<file path="config.mk">
export PLATFORM = sky130hd
export DESIGN_NAME = pmvw_cfg
export DESIGN_NICKNAME = d
export VERILOG_FILES = /design/src/design/assert_macros.svh /design/src/design/pmvw_pkg.sv /design/src/design/pmvw_cfg.sv
export SDC_FILE = /design/constraint.sdc
export NUM_CORES = 1
export LEC_CHECK = 0
export ABC_AREA = 1
export BUFFER_PORTS_ARGS = -buffer_cell sky130_fd_sc_hd__buf_2
export CORE_MARGIN = 2
export CORE_UTILIZATION = 50
export DETAILED_ROUTE_END_ITERATION = 10
export MAX_ROUTING_LAYER = met4
export PLACE_DENSITY = 0.84
export SYNTH_ARGS = -nofsm -noshare
export SYNTH_HDL_FRONTEND = slang
export SYNTH_SLANG_ARGS = --single-unit
</file>
<file path="constraint.sdc">
create_clock -name i_clk -period 1.76 [get_ports i_clk]
set_input_delay 0.528 -clock i_clk [delete_from_list [all_inputs] [get_ports i_clk]]
set_output_delay 0.528 -clock i_clk [all_outputs]
set_load 0.02 [all_outputs]
</file>
<file path="src/design/assert_macros.svh">
// ----------------------------------------------------------------------------
// assert_macros.svh
// concurrent assertion helpers clocked on i_clk, disabled in reset
// ----------------------------------------------------------------------------
`ifndef ASSERT_MACROS_SVH
`define ASSERT_MACROS_SVH

// same-cycle implication
`define ASSERT_IMPL(label, ante, cons, msg) \
    label: assert property (@(posedge i_clk) disable iff (!i_rst_n) (ante) |-> (cons)) \
        else $error(msg);

// next-cycle implication
`define ASSERT_NEXT(label, ante, cons, msg) \
    label: assert property (@(posedge i_clk) disable iff (!i_rst_n) (ante) |=> (cons)) \
        else $error(msg);

`endif

</file>
<file path="src/design/pmvw_pkg.sv">
// ----------------------------------------------------------------------------
// pmvw_pkg
// shared types, constants and binning function for the popular vector window
// ----------------------------------------------------------------------------
package pmvw_pkg;

    localparam int MAX_COLS   = 64;
    localparam int MAX_ROWS   = 64;
    localparam int FRAC_BITS  = 4;
    localparam int HIST_BINS  = 65;
    localparam int RADIUS_MAX = 3;
    localparam int PIX_MAX    = 64;

    localparam int COL_W   = 6;
    localparam int ROW_W   = 6;
    localparam int VEC_W   = 16;
    localparam int OUT_W   = 8;
    localparam int CFGD_W  = 7;
    localparam int RAD_W   = 2;
    localparam int CIDX_W  = 2;

    localparam int DIM_W   = $clog2(((MAX_COLS > MAX_ROWS) ? MAX_COLS : MAX_ROWS) + 1);
    localparam int ADDR_W  = $clog2(MAX_COLS * MAX_ROWS);
    localparam int BIN_W   = $clog2(HIST_BINS);
    localparam int WIN_MAX = (2 * RADIUS_MAX + 1) * (2 * RADIUS_MAX + 1);
    localparam int HCNT_W  = $clog2(WIN_MAX + 1);
    localparam int OFS_W   = $clog2(RADIUS_MAX + 1) + 1;
    localparam int HALF    = (FRAC_BITS == 0) ? 0 : (1 << (FRAC_BITS - 1));
    localparam int PEAK_MIN = 2;

    localparam int QDEPTH  = 2;
    localparam int QP_W    = (QDEPTH > 1) ? $clog2(QDEPTH) : 1;
    localparam int QC_W    = $clog2(QDEPTH + 1);

    // register indexes
    localparam logic [CIDX_W-1:0] CFG_GRID_COLS     = 2'd0;
    localparam logic [CIDX_W-1:0] CFG_GRID_ROWS     = 2'd1;
    localparam logic [CIDX_W-1:0] CFG_WINDOW_RADIUS = 2'd2;

    // item actions
    localparam logic ACT_WRITE = 1'b0;
    localparam logic ACT_QUERY = 1'b1;

    typedef struct packed {
        logic                    action;
        logic [COL_W-1:0]        col;
        logic [ROW_W-1:0]        row;
        logic signed [VEC_W-1:0] vec_x;
        logic signed [VEC_W-1:0] vec_y;
    } t_item;

    typedef struct packed {
        logic  valid;
        t_item item;
    } t_q_head;

    typedef struct packed {
        logic [DIM_W-1:0] cols;
        logic [DIM_W-1:0] rows;
        logic [RAD_W-1:0] radius;
    } t_cfg;

    // round half away from zero, clamp to +-64, map to bin (v + 64) >> 1
    function automatic logic [BIN_W-1:0] to_bin(input logic signed [VEC_W-1:0] v);
        logic [VEC_W:0] mag;
        logic [VEC_W:0] pix;
        logic [BIN_W:0] t;
        mag = v[VEC_W-1] ? (~{v[VEC_W-1], v} + 1'b1) : {1'b0, v};
        pix = (mag + (VEC_W + 1)'(HALF)) >> FRAC_BITS;
        if (pix > (VEC_W + 1)'(PIX_MAX)) begin
            pix = (VEC_W + 1)'(PIX_MAX);
        end
        if (v[VEC_W-1]) begin
            t = (BIN_W + 1)'(PIX_MAX) - pix[BIN_W:0];
        end else begin
            t = (BIN_W + 1)'(PIX_MAX) + pix[BIN_W:0];
        end
        return t[BIN_W:1];
    endfunction

endpackage

</file>
<file path="src/design/pmvw_cfg.sv">
// ----------------------------------------------------------------------------
// pmvw_cfg
// configuration registers with grid size limited to the store
// ----------------------------------------------------------------------------
module pmvw_cfg (
    input  logic                          i_clk,
    input  logic                          i_rst_n,
    input  logic                          i_cfg_we,
    input  logic [pmvw_pkg::CIDX_W-1:0]   i_cfg_idx,
    input  logic [pmvw_pkg::CFGD_W-1:0]   i_cfg_data,
    output pmvw_pkg::t_cfg                o_cfg
);

    logic [pmvw_pkg::CFGD_W-1:0] r_cols;
    logic [pmvw_pkg::CFGD_W-1:0] r_rows;
    logic [pmvw_pkg::RAD_W-1:0]  r_rad;

    always_ff @(posedge i_clk) begin
        if (!i_rst_n) begin
            r_cols <= pmvw_pkg::CFGD_W'(64);
            r_rows <= pmvw_pkg::CFGD_W'(64);
            r_rad  <= pmvw_pkg::RAD_W'(2);
        end else if (i_cfg_we) begin
            unique case (i_cfg_idx)
                pmvw_pkg::CFG_GRID_COLS:     r_cols <= i_cfg_data;
                pmvw_pkg::CFG_GRID_ROWS:     r_rows <= i_cfg_data;
                pmvw_pkg::CFG_WINDOW_RADIUS: r_rad  <= i_cfg_data[pmvw_pkg::RAD_W-1:0];
                default: ;
            endcase
        end
    end

    // zero acts as one, oversize acts as the store size
    always_comb begin
        int c;
        int r;
        c = int'(r_cols);
        r = int'(r_rows);
        if (c == 0) c = 1;
        if (c > pmvw_pkg::MAX_COLS) c = pmvw_pkg::MAX_COLS;
        if (r == 0) r = 1;
        if (r > pmvw_pkg::MAX_ROWS) r = pmvw_pkg::MAX_ROWS;
        o_cfg.cols   = pmvw_pkg::DIM_W'(c);
        o_cfg.rows   = pmvw_pkg::DIM_W'(r);
        o_cfg.radius = r_rad;
    end

endmodule

</file>
== After elaboration in Yosys (flattened, before gate mapping) ==
Index checks and enable logic that the tools add are counted.

* Output and inout bits: 16
* ROM bits: 0
* Word-level logic and storage cells: 17
* Register bits: 16
* Bits in latches: 0
* Memories kept: 0
* Memory bits (writable): 0
* Input port bits: 12

* $lt $le $gt $ge: 2
* Mux-type cells: 4
* Equal/unequal tests: 2
* $mul: 0
* Bitwise operators: 0
* Div/mod/pow operators: 0
* Shift operators: 0
* Reduce and logical (&&, ||, !) cells: 6
* Add/subtract/negate cells: 0

{| class="wikitable"
|+ Operator list
! kind !! number
|-
| 32-bit by 8-bit greater-than comparator with 1-bit output (second input constant) || 2
|-
| 7-bit two-way mux || 4
|-
| 7-bit logical NOT || 2
|-
| 2-bit AND reduction || 3
|-
| 2-bit by 1-bit equality test with 1-bit output (second input constant) || 1
|-
| 2-bit equality test (second input constant) || 1
|-
| 2-bit logical NOT || 1
|}

== Longest topological paths before layout ==
* Depth in word-level cells: 4
* Mapped depth: 6

== Worst setup path before layout ==
No wires, ideal clock.

* Path type: register to output
* Start point: register r_rows[6] (netlist bit)
* End point: output o_cfg[2] (netlist bit)
* Buffers on the path: 1
* Arrival time: 919 ps
* Slack: 313 ps
* Required time: 1232 ps
* Stages on the path, launching flop included: 5
* Path through: dfxtp_1 -> clkbuf_1 -> inv_1 -> nand2_1 -> a21oi_1

{| class="wikitable"
|+ RTL lines
! element !! line !! source
|-
| from (decl) || pmvw_cfg.sv:15 || <nowiki>logic [pmvw_pkg::CFGD_W-1:0] r_rows;</nowiki>
|-
| from (signal assigned) || pmvw_cfg.sv:21 || <nowiki>r_rows <= pmvw_pkg::CFGD_W'(64);</nowiki>
|-
| from (signal assigned) || pmvw_cfg.sv:26 || <nowiki>pmvw_pkg::CFG_GRID_ROWS: r_rows <= i_cfg_data;</nowiki>
|-
| to (decl) || pmvw_cfg.sv:11 || <nowiki>output pmvw_pkg::t_cfg o_cfg</nowiki>
|}

==> impl_table.tex <==
\begin{tabular}{lr}
\hline
Metric & Value \\
\hline
\multicolumn{2}{l}{\textbf{Drt}} \\
Met1 WL & 804 um \\
Detailed router's first-iteration violation count & 9 \\
DRT antenna net count & 0 \\
Detailed route wirelength on metal3 & 85 um \\
Number of iterations in the first detailed-routing pass & 4 \\
Via count & 811 \\
Top metal layer carrying routed signals & met4 \\
DRC violation count after routing & 0 \\
Via-per-instance ratio & 5.04 \\
Met2 wire len & 858 um \\
Routed length per placed instance & approximately 11 um \\
Total wirelength of the detailed-routed design & 1.81 mm \\
\multicolumn{2}{l}{\textbf{Setup path}} \\
CP max FO & 4 \\
Critical Path Stages & 4 \\
Buffer and inverter count on the worst path & 1 \\
CP cell instances & nor2\_2 -> nand3\_2 -> a21oi\_2 -> buf\_4 \\
Nature of the critical path endpoint & output port \\
Highest-delay cell along the critical path & dfxtp\_2 \\
Kind of cell adding the most delay to the critical path & flip-flops \\
Category of the most critical setup path & flip-flop to output port \\
Startpoint class of the critical path & flip-flop \\
Slowest Stage Delay on Critical Path & around 340 ps \\
Worst R2R Path Depth & 4 \\
Critical path arrival & approximately 1200 ps \\
Worst EP required & 1230 ps \\
\multicolumn{2}{l}{\textbf{STA}} \\
Final period demand of the worst path & about 1800 ps \\
Clock Skews & 0 ps \\
Maximum frequency from static timing analysis & 570 MHz \\
Relative slew slack & 79.7\% \\
Count of final hold-check violations & 0 \\
Share of the cycle needed by the critical path after routing & 99.6\% \\
Final max-slew violation count & 0 \\
Hold Worst Slack & around 470 ps \\
Transition at the pin with the smallest max-transition slack & 304 ps \\
Final setup vio count & 0 \\
Setup repair after global routing missed its margin & true \\
\multicolumn{2}{l}{\textbf{Synth}} \\
Synthesized-area fraction occupied by and/or/nand/nor cells & 39.6\% \\
Top cell type by total area after synthesis & dfxtp\_1 \\
Adder and majority cell fraction of the synthesized area & 0\% \\
Number of warnings issued by yosys & 0 \\
Cell types with the largest area share after synthesis & dfxtp\_1 40\%, nor2\_1 16\%, nand2\_1 13\% \\
Fraction of synthesized cell area in xor and xnor cells & 0\% \\
Fraction of registers with async set or reset after synthesis & 0\% \\
Area share of the leading cell type in the synthesized netlist & 40.2\% \\
Number of enable-type register cells in the synthesized netlist & 0 \\
Cells after Synth & 123 \\
Ys flop type & dfxtp\_1 \\
Number of distinct library cell variants in the gate-level netlist after synthesis & 15 \\
Dominant combinational cell family by area after synthesis & simple AND/OR/NAND/NOR gates \\
Synthesized flop and latch total & 16 \\
Mux share of post-synthesis cell area & 0\% \\
Net count of the mapped netlist & 135 \\
Seq/Total Area, Yosys & around two fifths \\
Post-synthesis cell area & 797 sq um \\
Post-synthesis compound-gate area fraction & 6.28\% \\
Average footprint of a synthesized cell & 6.48 sq um \\
\multicolumn{2}{l}{\textbf{Clock network}} \\
H-tree depth & 1 \\
Sinks on the clock net & 16 \\
Post-CTS clock slew at the launch and capture registers of the worst setup and hold paths & 90 ps \\
Number of buffers created by CTS & 3 \\
Setup Buffers After CTS & 0 \\
Clk Tree Root Cell & clkbuf\_4 \\
Clock latency on the worst-skew pair & 280 ps \\
Maximum count of clock buffers along a single path & 2 \\
Clock tree from TritonCTS & yes \\
\multicolumn{2}{l}{\textbf{Hold path}} \\
Path type of the worst min-delay path & flip-flop to flip-flop \\
Hold Crit Depth & 2 \\
\multicolumn{2}{l}{\textbf{Floorplanning}} \\
Effective utilization at floorplan & between 50\% and 60\% \\
Overall die width & 43.9 um \\
Number of ports placed on the die boundary & 28 \\
Rows & 14 \\
Core box area & 0.00151 sq mm \\
Vert. Die Dim & 43.9 um \\
Overall die area & roughly 0.0019 sq mm \\
\multicolumn{2}{l}{\textbf{Outcome}} \\
Result of the run & finished clean \\
\multicolumn{2}{l}{\textbf{GRT}} \\
Congestion Overflow GR & 0 \\
Global-route usage over all layers & 19.9\% \\
Global-route wire length before repair & $\sim$2.8 mm \\
Maximum number of pins on one net before global-route repair & 17 \\
Antenna violations before repair & 0 \\
Via count of the first global-routing pass & 685 \\
\multicolumn{2}{l}{\textbf{Final layout}} \\
Fraction of layout instances using a drive strength above 1 & between 30\% and 40\% \\
Synth-to-layout area growth & 22.6\% \\
Nets & 159 \\
Count of inserted antenna diode cells & 0 \\
Final core utilization & 64.9\% \\
\multicolumn{2}{l}{\textbf{Job}} \\
MaxCap Viol Count & 0 \\
\multicolumn{2}{l}{\textbf{Power and ir drop}} \\
Max rail drop VDD & 0.359 mV \\
Static Leakage & 0.526 nW \\
PwrDens & 752 mW/mm\^{}2 \\
\multicolumn{2}{l}{\textbf{Placed design}} \\
Port Buffer Count & 27 \\
Final Wtd Congestion & 0.798 \\
DP HPWL & 1.28 mm \\
\hline
\end{tabular}
cell usage after synthesis, types with 2 or more instances:
cell type,instances
nor2_1,34
nand2_1,28
dfxtp_1,16
inv_1,14
a21oi_1,7
nand3_1,7
clkbuf_1,4
nand4_1,4
a21boi_0,2
buf_6,2
layer usage:
| layer | vias to the layer above | GRT usage [%] |
|---|---|---|
| li1 | 419 | - |
| met1 | 361 | 25.8 |
| met2 | 24 | 30.9 |
| met3 | 7 | 2.50 |
| met4 | 0 | 9.09 |
| met5 | - | - |
cells by family (layout without fill, tap and decap cells):
| family | count (synthesis) | count (layout) |
|---|---|---|
| and+or+nand+nor | 76 | 76 |
| buffers and inverters | 22 | 44 |
| DFF | 16 | 16 |
| AOI/OAI and AO/OA | 9 | 9 |
timing repair:
item,in CTS,in global routing
resized for setup,0,21
setup endpoints to repair,0,7
hold buffers,0,0
worst register-to-register path: cells and delay by family (launching register included):
family                 cells  cell delay, ps
buffers and inverters      1              60
DFF                        1             370
and+or+nand+nor            3             230
registers in the layout, indices dropped and copies added (netlist names):
| signal | flops |
|---|---|
| r_cols | 7 |
| r_rows | 7 |
| r_rad | 2 |
cells in the final DEF, fill, tap and decap left out, types with 4 or more instances in the layout:
cell type and n:
nor2_1 29, buf_2 22, nand3_1 5, buf_4 4
dfxtp_1 13, nor2_2 6, nand2_1 28, nand4_1 4
a21oi_2 5, inv_1 14
final timing paths:
| path | from | to | slack (ps) |
|---|---|---|---|
| min reg2reg | r_rad[1] | r_rad[1] | 470 |
| max reg2reg | r_rows[2] | r_rows[2] | 1030 |
| min | r_rad[1] | r_rad[1] | 470 |
| max | r_rows[4] | o_cfg[5] | 7 |
metrics by stage:
step	instances	worst slack [ps]	TNS, ps	power, mW	cell area (sq um)
detailed placement	158	327	0	0.528	893
global placement	158	386	0	0.523	893
floorplan	123	313	0	0.491	797
finish	161	6.55	0	0.735	977
global route	161	-59.4	-213	0.774	977
CTS	161	8.70	0	0.714	916
power breakdown:
part	switching, mW	internal (mW)
combinational	0.0910	0.0527
sequential	0.0169	0.381
clock	0.114	0.0795
total	0.222	0.513
layout make-up:
| cell class | instances | area (sq um) |
|---|---|---|
| multi-input combinational | 85 | 407 |
| inverter | 14 | 52.6 |
| fill | 137 | 529 |
| timing repair buffer | 27 | 151 |
| clock buffer | 3 | 22.5 |
| tap | 16 | 20.0 |
| sequential | 16 | 324 |
(Power assumes the default switching activity.)
