[src/design/assert_macros.svh]
// ----------------------------------------------------------------------------
// assert_macros.svh
// concurrent assertion helpers clocked on i_clk, disabled in reset
// ----------------------------------------------------------------------------
`ifndef ASSERT_MACROS_SVH
`define ASSERT_MACROS_SVH

// same-cycle implication
`define ASSERT_IMPL(label, ante, cons, msg) \
    label: assert property (@(posedge i_clk) disable iff (!i_rst_n) (ante) |-> (cons)) \
        else $error(msg);

// next-cycle implication
`define ASSERT_NEXT(label, ante, cons, msg) \
    label: assert property (@(posedge i_clk) disable iff (!i_rst_n) (ante) |=> (cons)) \
        else $error(msg);

`endif

[src/design/pmvw_pkg.sv]
// ----------------------------------------------------------------------------
// pmvw_pkg
// shared types, constants and binning function for the popular vector window
// ----------------------------------------------------------------------------
package pmvw_pkg;

    localparam int MAX_COLS   = 64;
    localparam int MAX_ROWS   = 64;
    localparam int FRAC_BITS  = 4;
    localparam int HIST_BINS  = 65;
    localparam int RADIUS_MAX = 3;
    localparam int PIX_MAX    = 64;

    localparam int COL_W   = 6;
    localparam int ROW_W   = 6;
    localparam int VEC_W   = 16;
    localparam int OUT_W   = 8;
    localparam int CFGD_W  = 7;
    localparam int RAD_W   = 2;
    localparam int CIDX_W  = 2;

    localparam int DIM_W   = $clog2(((MAX_COLS > MAX_ROWS) ? MAX_COLS : MAX_ROWS) + 1);
    localparam int ADDR_W  = $clog2(MAX_COLS * MAX_ROWS);
    localparam int BIN_W   = $clog2(HIST_BINS);
    localparam int WIN_MAX = (2 * RADIUS_MAX + 1) * (2 * RADIUS_MAX + 1);
    localparam int HCNT_W  = $clog2(WIN_MAX + 1);
    localparam int OFS_W   = $clog2(RADIUS_MAX + 1) + 1;
    localparam int HALF    = (FRAC_BITS == 0) ? 0 : (1 << (FRAC_BITS - 1));
    localparam int PEAK_MIN = 2;

    localparam int QDEPTH  = 2;
    localparam int QP_W    = (QDEPTH > 1) ? $clog2(QDEPTH) : 1;
    localparam int QC_W    = $clog2(QDEPTH + 1);

    // register indexes
    localparam logic [CIDX_W-1:0] CFG_GRID_COLS     = 2'd0;
    localparam logic [CIDX_W-1:0] CFG_GRID_ROWS     = 2'd1;
    localparam logic [CIDX_W-1:0] CFG_WINDOW_RADIUS = 2'd2;

    // item actions
    localparam logic ACT_WRITE = 1'b0;
    localparam logic ACT_QUERY = 1'b1;

    typedef struct packed {
        logic                    action;
        logic [COL_W-1:0]        col;
        logic [ROW_W-1:0]        row;
        logic signed [VEC_W-1:0] vec_x;
        logic signed [VEC_W-1:0] vec_y;
    } t_item;

    typedef struct packed {
        logic  valid;
        t_item item;
    } t_q_head;

    typedef struct packed {
        logic [DIM_W-1:0] cols;
        logic [DIM_W-1:0] rows;
        logic [RAD_W-1:0] radius;
    } t_cfg;

    // round half away from zero, clamp to +-64, map to bin (v + 64) >> 1
    function automatic logic [BIN_W-1:0] to_bin(input logic signed [VEC_W-1:0] v);
        logic [VEC_W:0] mag;
        logic [VEC_W:0] pix;
        logic [BIN_W:0] t;
        mag = v[VEC_W-1] ? (~{v[VEC_W-1], v} + 1'b1) : {1'b0, v};
        pix = (mag + (VEC_W + 1)'(HALF)) >> FRAC_BITS;
        if (pix > (VEC_W + 1)'(PIX_MAX)) begin
            pix = (VEC_W + 1)'(PIX_MAX);
        end
        if (v[VEC_W-1]) begin
            t = (BIN_W + 1)'(PIX_MAX) - pix[BIN_W:0];
        end else begin
            t = (BIN_W + 1)'(PIX_MAX) + pix[BIN_W:0];
        end
        return t[BIN_W:1];
    endfunction

endpackage

[src/design/pmvw_ifs.sv]
// ----------------------------------------------------------------------------
// pmvw_ifs
// valid/ready channels for request items and results
// ----------------------------------------------------------------------------
interface pmvw_in_if;
    logic                            valid;
    logic                            ready;
    logic                            action;
    logic [pmvw_pkg::COL_W-1:0]      col;
    logic [pmvw_pkg::ROW_W-1:0]      row;
    logic signed [pmvw_pkg::VEC_W-1:0] vec_x;
    logic signed [pmvw_pkg::VEC_W-1:0] vec_y;

    modport source (output valid, action, col, row, vec_x, vec_y, input ready);
    modport sink   (input valid, action, col, row, vec_x, vec_y, output ready);
endinterface


[src/design/pmvw_front.sv]
// ----------------------------------------------------------------------------
// pmvw_front
// accepts write and query requests into a short queue for the back end
// ----------------------------------------------------------------------------
`include "assert_macros.svh"

module pmvw_front (
    input  logic               i_clk,
    input  logic               i_rst_n,
    pmvw_in_if.sink            i_in,
    input  logic               i_pop,
    output pmvw_pkg::t_q_head  o_head
);

    pmvw_pkg::t_item             r_q [0:pmvw_pkg::QDEPTH-1];
    logic [pmvw_pkg::QP_W-1:0]   r_wp;
    logic [pmvw_pkg::QP_W-1:0]   r_rp;
    logic [pmvw_pkg::QC_W-1:0]   r_cnt;
    logic                        push;
    logic                        pop;
    pmvw_pkg::t_item             in_item;

    assign i_in.ready = (r_cnt < pmvw_pkg::QC_W'(pmvw_pkg::QDEPTH));
    assign push       = i_in.valid && i_in.ready;
    assign pop        = i_pop && (r_cnt != '0);

    always_comb begin
        in_item.action = i_in.action;
        in_item.col    = i_in.col;
        in_item.row    = i_in.row;
        in_item.vec_x  = i_in.vec_x;
        in_item.vec_y  = i_in.vec_y;
    end

    assign o_head.valid = (r_cnt != '0);
    assign o_head.item  = r_q[r_rp];

    always_ff @(posedge i_clk) begin
        if (push) begin
            r_q[r_wp] <= in_item;
        end
    end

    always_ff @(posedge i_clk) begin
        if (!i_rst_n) begin
            r_wp  <= '0;
            r_rp  <= '0;
            r_cnt <= '0;
        end else begin
            if (push) begin
                r_wp <= (r_wp == pmvw_pkg::QP_W'(pmvw_pkg::QDEPTH - 1)) ? '0 : r_wp + 1'b1;
            end
            if (pop) begin
                r_rp <= (r_rp == pmvw_pkg::QP_W'(pmvw_pkg::QDEPTH - 1)) ? '0 : r_rp + 1'b1;
            end
            if (push && !pop) begin
                r_cnt <= r_cnt + 1'b1;
            end else if (pop && !push) begin
                r_cnt <= r_cnt - 1'b1;
            end
        end
    end

    `ASSERT_NEXT(a_cnt_push, push && !pop, r_cnt == pmvw_pkg::QC_W'($past(r_cnt) + 1'b1), "queue count lost a push")
    `ASSERT_NEXT(a_cnt_pop, pop && !push, r_cnt == pmvw_pkg::QC_W'($past(r_cnt) - 1'b1), "queue count lost a pop")

endmodule

[src/flat_wrapper.sv]
// flat-port wrapper written by rule: the top's interface ports become plain ports
module pmvw_front_flat 
  (i_clk, i_rst_n, i_pop, o_head, i_in_valid, i_in_action, i_in_col, i_in_row, i_in_vec_x, i_in_vec_y, i_in_ready);
  pmvw_in_if i_in_i ();
  input  logic i_clk;
  input  logic i_rst_n;
  input  logic i_pop;
  output pmvw_pkg::t_q_head o_head;
  input wire logic [$bits(i_in_i.valid)-1:0] i_in_valid;
  input wire logic [$bits(i_in_i.action)-1:0] i_in_action;
  input wire logic [$bits(i_in_i.col)-1:0] i_in_col;
  input wire logic [$bits(i_in_i.row)-1:0] i_in_row;
  input wire logic [$bits(i_in_i.vec_x)-1:0] i_in_vec_x;
  input wire logic [$bits(i_in_i.vec_y)-1:0] i_in_vec_y;
  output wire logic [$bits(i_in_i.ready)-1:0] i_in_ready;
  assign i_in_i.valid = i_in_valid;
  assign i_in_i.action = i_in_action;
  assign i_in_i.col = i_in_col;
  assign i_in_i.row = i_in_row;
  assign i_in_i.vec_x = i_in_vec_x;
  assign i_in_i.vec_y = i_in_vec_y;
  assign i_in_ready = i_in_i.ready;
  pmvw_front u_core (.i_clk(i_clk), .i_rst_n(i_rst_n), .i_in(i_in_i), .i_pop(i_pop), .o_head(o_head));
endmodule
[config.mk]
export PLATFORM = sky130hd
export DESIGN_NAME = pmvw_front_flat
export DESIGN_NICKNAME = d
export VERILOG_FILES = /design/src/design/pmvw_pkg.sv /design/src/design/pmvw_ifs.sv /design/src/design/pmvw_front.sv /design/src/flat_wrapper.sv
export VERILOG_INCLUDE_DIRS = /design/src /design/src/design
export SDC_FILE = /design/constraint.sdc
export NUM_CORES = 1
export LEC_CHECK = 0
export BUFFER_PORTS_ARGS = -buffer_cell sky130_fd_sc_hd__buf_2
export CORE_MARGIN = 3
export CORE_UTILIZATION = 51
export DETAILED_ROUTE_END_ITERATION = 16
export PLACE_DENSITY = 0.89
export SYNTH_ARGS = -nofsm -noshare
export SYNTH_HDL_FRONTEND = slang
export SYNTH_SLANG_ARGS = --single-unit
[constraint.sdc]
create_clock -name i_clk -period 2.72 [get_ports i_clk]
set_clock_uncertainty 0.15 [all_clocks]
set_input_delay 0.272 -clock i_clk [delete_from_list [all_inputs] [get_ports i_clk]]
set_output_delay 0.272 -clock i_clk [all_outputs]
set_load 0.1 [all_outputs]
# After elaboration in Yosys (flattened, before gate mapping)
# Memory sizes are Yosys's and may differ from the RTL's. A register that Yosys moved wholly into a read port is not among the register bits.
# Index checks and enable logic that the tools add are counted.
# word_totals
input_bits	49
word_cells	25
ff_bits	4
ramBits	90
output_inout_bits	47
n_memories	1
# classes
reduce_logical	8
n_lt_le_gt_ge	1
n_addsub	4
n_mux	8
# mem_list
name	depth	width	rd	rd_ports_with_merged_regs	write_ports	line_no	source
u_core.r_q	2	45	1	1	1	pmvw_front.sv:15	pmvw_pkg::t_item r_q [0:pmvw_pkg::QDEPTH-1];
# op_table
cell	n
two-way mux 1 bit	6
logical AND 1 bit	4
two-way mux 2 bit	2
nonzero test 2 bit	2
adder 1 bit, second input constant	2
adder 2 x 1 -> 2 bit, second input constant	1
logical NOT 1 bit	2
< comparator 2 bit, second input constant	1
subtractor 2 x 1 -> 2 bit, second input constant	1

# Logic depth before layout (Yosys ltp)
# Gate-level depths: netlist of run 1.
# depth
word_depth	6
ltp_mapped	5
ltp_nobuf	5

# Worst setup path after synthesis of run 1
# Ideal clock, no wire load.
# synth_path
path_kind	register to register
startpoint	reg u_core.r_cnt[1] (netlist bit)
endpoint	mem u_core.r_q[1][0] (netlist bit), enable pin
setup_slack_ps	527
arrival_time_ps	1636
stages_incl_launch_ff	3
period_less_slack_ps	2193
required_time_ps	2163
n_path_buf	0
setup_ps	407
path_cell_list	dfxtp_1 > nor2b_1 > and2_1
# synth_between
elab_chain_cells	4
# synth_lines
element	line_no	source
start, declared	pmvw_front.sv:18	logic [pmvw_pkg::QC_W-1:0] r_cnt;
start signal, assigned	pmvw_front.sv:57	r_cnt <= r_cnt + 1'b1;
start signal, assigned	pmvw_front.sv:59	r_cnt <= r_cnt - 1'b1;
< comparator 2 bit	pmvw_front.sv:23	assign i_in.ready = (r_cnt < pmvw_pkg::QC_W'(pmvw_pkg::QDEPTH));
logical AND 1 bit	pmvw_front.sv:24	assign push = i_in.valid && i_in.ready;
net u_core.push	pmvw_front.sv:19	logic push;
two-way mux 1 bit	pmvw_front.sv:39	if (push) begin
two-way mux 1 bit (implied by the code)	pmvw_front.sv:40	r_q[r_wp] <= in_item;
end, declared	pmvw_front.sv:15	
# The timed path passes the listed nets, and every way through them passes these cells.

==> flow_summary.ini, run 1 <==
[logic_synthesis]
synth_area_per_cell_sq_um = 21.29
seq_area_frac_synth_pct = 80.78
syn_area_sq_um = 3470
yosys.area.top_type = edfxtp_1
synth_area_leaders = edfxtp_1, mux2_2, dfxtp_1, buf_4, and2_1
synth_cell_type_count = 18
syn-num-nets = 213
synth_top_area_share_pct = 77.89
ys_warn_count = 0
syn_inst = 163
ys_ff_latch = 95

[critical_path]
r2r-start = u_core.r_cnt[1]
crit_type = flop to primary output
cp_data_required_time_ps = 2300
endpoint_kind = primary output
startpoint_type = flop
critPathMaxFanout = 17
arrival_ps = 1920

[drt]
route.detailed.drc = 0
m1WireLength_um = 2573
vias_per_cell = 4.924
met2_length_um = 3404
wl_met3_um = 226
firstDrtPassIters = 4
topRoutingLayerUsed = met4
ant_nets = 0
initialDrtViolationCount = 52
wire_per_inst_um = 15.86
wirelength_um = 6280
vias = 1950

[timing]
fmax_mhz = 426.5
rsz0062_at_grt = false
slew_violations = 0
period_needed_ps = 2345
tightest_slew_ps = 520.3
period_share_pct = 86.20
max-slew-margin-rel_pct = 65.31
setup_slack_ps = 375.4
hold_viol = 0
setup_violations = 0
fin_tns_setup_ps = 0

[grt]
grt_antenna_before_repair = 0
grtUsageTotal_pct = 16.85
grt_first_pass_wirelength_um = 9680
grt_pass1_vias = 2043
grt-ovfl-total = 0
grt_max_degree = 28

[layout]
fin_nets = 364
utilization_pct = 73.50
drive_above_1_share_pct = 51.10
diodes = 0
areaGrowthSynthToFinish_pct = 36.82

[hold_path]
hold_start = i_rst_n
worstHoldPathType = input pin to flop

[cts]
numCtsBuffers = 9
cts_setup_buffers = 0
cts_sinks = 95
clk_latency_ps = 340
cts_max_level = 3
cts_resized = 0
cts_tree = built
clk_pin_slew_worst_paths_ps = 80
clk_path_buf_depth = 2
clk_root_buffer_cell = clkbuf_8

[floorplan]
core-area_sq_um = 6459
die_x_um = 88.48
die_y_um = 88.48
num_rows = 29
die_area_sq_um = 7829
io_pins = 96
initial_utilization_pct = 53.72

[placed_design]
port_buffers = 95
dp_hpwl_um = 4019
place_ws_ps = 707.2
gp_congestion = 0.6670

[flow_run]
maxCapViolCount = 0

[outcome]
status = completed
==> layer usage <==
metal,global-route usage (%),vias to the layer above
met5,0,-
met1,19.42,960
li1,-,931
met2,30.39,53
met4,6.181,0
met3,4.190,6
==> kinds of logic after synthesis <==
| kind of cell | synth area share, % |
|---|---|
| flip-flops | 80.78 |
| multiplexers | 14.61 |
| AND/OR/NAND/NOR | 1.659 |
| buffers and inverters | 1.118 |
| AO/OA/AOI/OAI | 0.7211 |
| XOR/XNOR | 0.7574 |
| adder cells (fa/ha/maj) | 0.3606 |
==> cells in the final DEF (no fill, tap or decap) <==
cell type and n:
buf_12 1, dfxtp_1 4, mux2_2 45, buf_4 4, o21ai_0 1, or2_2 1, edfxtp_1 90, clkinvlp_4 2
xnor2_1 2, dfxtp_2 1, dlygate4sd3_1 45, and2_2 1, a21boi_1 1, clkbuf_1 1, and2b_2 1, o21a_1 1
xor2_1 1, or3_1 1, clkbuf_8 9, o21ai_1 1, clkinv_1 1, bufinv_16 3, inv_1 1, buf_2 95
nor2b_1 2, ha_1 1, and2_1 3
==> layout make-up <==
| class | count | area, sq um |
|---|---|---|
| well taps | 77 | 96.34 |
| clock inverters | 6 | 108.9 |
| clock buffers | 10 | 127.6 |
| inverters | 1 | 3.754 |
| fillers | 408 | 1712 |
| multi-input cells | 62 | 630.6 |
| repair buffers | 145 | 975.9 |
| flip-flops and latches | 95 | 2804 |
==> final timing paths <==
kind,to,cells past startpoint,slack [ps]
setup reg to reg,u_core.r_q[0][7],3,750
setup / recovery,o_head[25],3,380
hold / removal,u_core.r_cnt[0],2,50
hold reg to reg,u_core.r_cnt[1],2,410
==> state kept, by name, indices dropped and copies added (netlist names), named ones only <==
name          count
u_core.r_q       90
u_core.r_cnt      2
u_core.r_rp       1
u_core.r_wp       1
==> stage by stage <==
stage,hold slack (ps),std cells,instance area (sq um)
2_1_floorplan,220.9,163,3470
3_3_place_gp,308.6,335,4060
3_5_place_dp,313.3,335,4060
4_1_cts,23.48,396,4747
5_1_grt,36.75,396,4747
6_report,47.54,396,4747
==> worst max-delay path, stage by stage (launching register included) <==
cell and delay, ps:
dfxtp_2 580, buf_4 320, mux2_2 370, buf_2 290
==> synth_stat cells, drive strengths merged <==
cell type / count
inv: 1
ha: 1
or3: 1
dfxtp: 5
xnor2: 2
or2: 1
and2b: 1
and2: 4
edfxtp: 90
buf: 5
mux2: 45
o21a: 1
a21boi: 1
o21ai: 2
xor2: 1
nor2b: 2
==> timing repair <==
item,in CTS,in global routing
endpoints found under the setup margin,0,0
endpoints found under the hold margin,90,0
hold buffers,45,0
Power of run 1 is not shown: default switching activity piles up to over one toggle a cycle in this logic, so the estimate is an artifact.
==> run 2, diff against run 1 <==
- CORE_MARGIN: 3 -> 5
- PLACE_DENSITY: 0.89 -> 0.75
- clock period: 2.72 -> 2.5 ns (I/O delays scaled with it)
==> flow_summary.ini, run 2 (synthesis results as in run 1) <==
[layout]
fill_cells = 457
seqCellArea_sq_um = 2804
drive_above_1_share_pct = 50.16
largest_register_ffs = 90
diodes = 0
fin_nets = 364
top_regs = u_core.r_q: 90 flops, u_core.r_cnt: 2 flops
multi_input_area_sq_um = 630.6
fin_area_sq_um = 4692
areaGrowthSynthToFinish_pct = 35.23
final_common_cell = buf_2
final_cell_mix = buf_2, edfxtp_1, mux2_2, dlygate4sd3_1, clkbuf_8
largest-register = u_core.r_q

[critical_path]
r2r_cells = 4
r2r-start = u_core.r_cnt[1]
reg2reg_slack_ps = 830
endpoint_kind = primary output
rr_endpoint = u_core.r_cnt[1]
crit_type = flop to primary output
critPathMaxFanout = 38
cp_data_required_time_ps = 2100
arrival_ps = 1740
startpoint_type = flop
path_cells = buf_12 > mux2_2 > buf_2
critical-path-max-stage-delay_ps = 440
cpLargestDelayFamily = buffers and inverters
cp_slowest_cell = dfxtp_2
crit_buf_inv = 2
cp-endpoint = o_head[19]
crit_cells = 3

[drt]
vias = 1957
firstDrtPassIters = 4
vias_per_cell = 4.905
wire_per_inst_um = 16.25
wirelength_um = 6484
initialDrtViolationCount = 98
ant_nets = 0
route.detailed.drc = 0

[timing]
tightest_slew_ps = 506.2
max-slew-margin-rel_pct = 66.48
setup_slack_ps = 356.9
period_needed_ps = 2143
slew_violations = 0
fin_tns_setup_ps = 0
rsz0062_at_grt = false
hold_viol = 0
period_share_pct = 85.72
setup_violations = 0
fmax_mhz = 466.6
holdWs_ps = 22.16

[cts]
cts_max_level = 3
clk_latency_ps = 340
cts_sinks = 95
clk_pin_slew_worst_paths_ps = 80
cts_tree = built
clk_path_buf_depth = 2
clk_root_buffer_cell = clkbuf_8
cts_resized = 0
numCtsBuffers = 9

[grt]
grt_pass1_vias = 2152
grtUsageTotal_pct = 15.96
grt_max_degree = 39
grt_antenna_before_repair = 0
grt-ovfl-total = 0
grt_first_pass_wirelength_um = 10340

[outcome]
status = completed

[placed_design]
place_ws_ps = 707.7
port_buffers = 95
dp_hpwl_um = 3917
gp_congestion = 0.7148
dpl_cell_area_sq_um = 4064

[hold_path]
worstHoldPathType = input pin to flop

[floorplan]
die_area_sq_um = 8553
io_pins = 96
initial_utilization_pct = 51.64
die_x_um = 92.48
die_y_um = 92.48
core-area_sq_um = 6719
num_rows = 30

[flow_run]
maxCapViolCount = 0
[run 2: cell count changes in the layout (fill, tap and decap cells not counted)]
cell and delta:
clkinv_1 -1, clkinv_2 +1, clkinvlp_4 -2, bufinv_16 -2
clkbuf_1 +4
[run 2: cell type report]
class                   instances  area share [%]
inverters                       1         0.08000
multi-input cells              62           13.44
flip-flops and latches         95           59.76
well taps                      80           2.133
clock buffers                  14           3.040
repair buffers                145           20.80
clock inverters                 2          0.7467
[run 2: metal layers]
layer | track usage [%] | vias up | routed length, um
met5 | 0 | - | 0
met2 | 27.01 | 73 | 3328
met3 | 4.224 | 12 | 415
li1 | - | 932 | -
met1 | 18.57 | 940 | 2611
met4 | 8.416 | 0 | 128
[run 2: timing repair]
action | in CTS | in global routing
buffers inserted | 0 | 0
hold endpoints to repair | 90 | 0
hold buffers | 45 | 0
[run 2: worst min-delay path by stage]
stage                  startpoint           endpoint  slack [ps]  cells past startpoint
floorplan           i_in_vec_y[0]   u_core.r_q[0][0]         200                      0
global placement    i_in_vec_x[2]  u_core.r_q[1][18]         290                      1
detailed placement  i_in_vec_y[7]   u_core.r_q[1][7]         290                      1
CTS                       i_rst_n        u_core.r_wp           4                      2
global route              i_rst_n    u_core.r_cnt[0]          20                      2
finish                    i_rst_n        u_core.r_wp          20                      2
[run 2: metrics by stage]
stage          utilization (%)  cells
3_3_place_gp             60.48    338
6_report                 69.83    399
2_1_floorplan                -    163
4_1_cts                  69.83    399
3_5_place_dp             60.48    338
5_1_grt                  69.83    399
Power of run 2 is left out for the same reason.
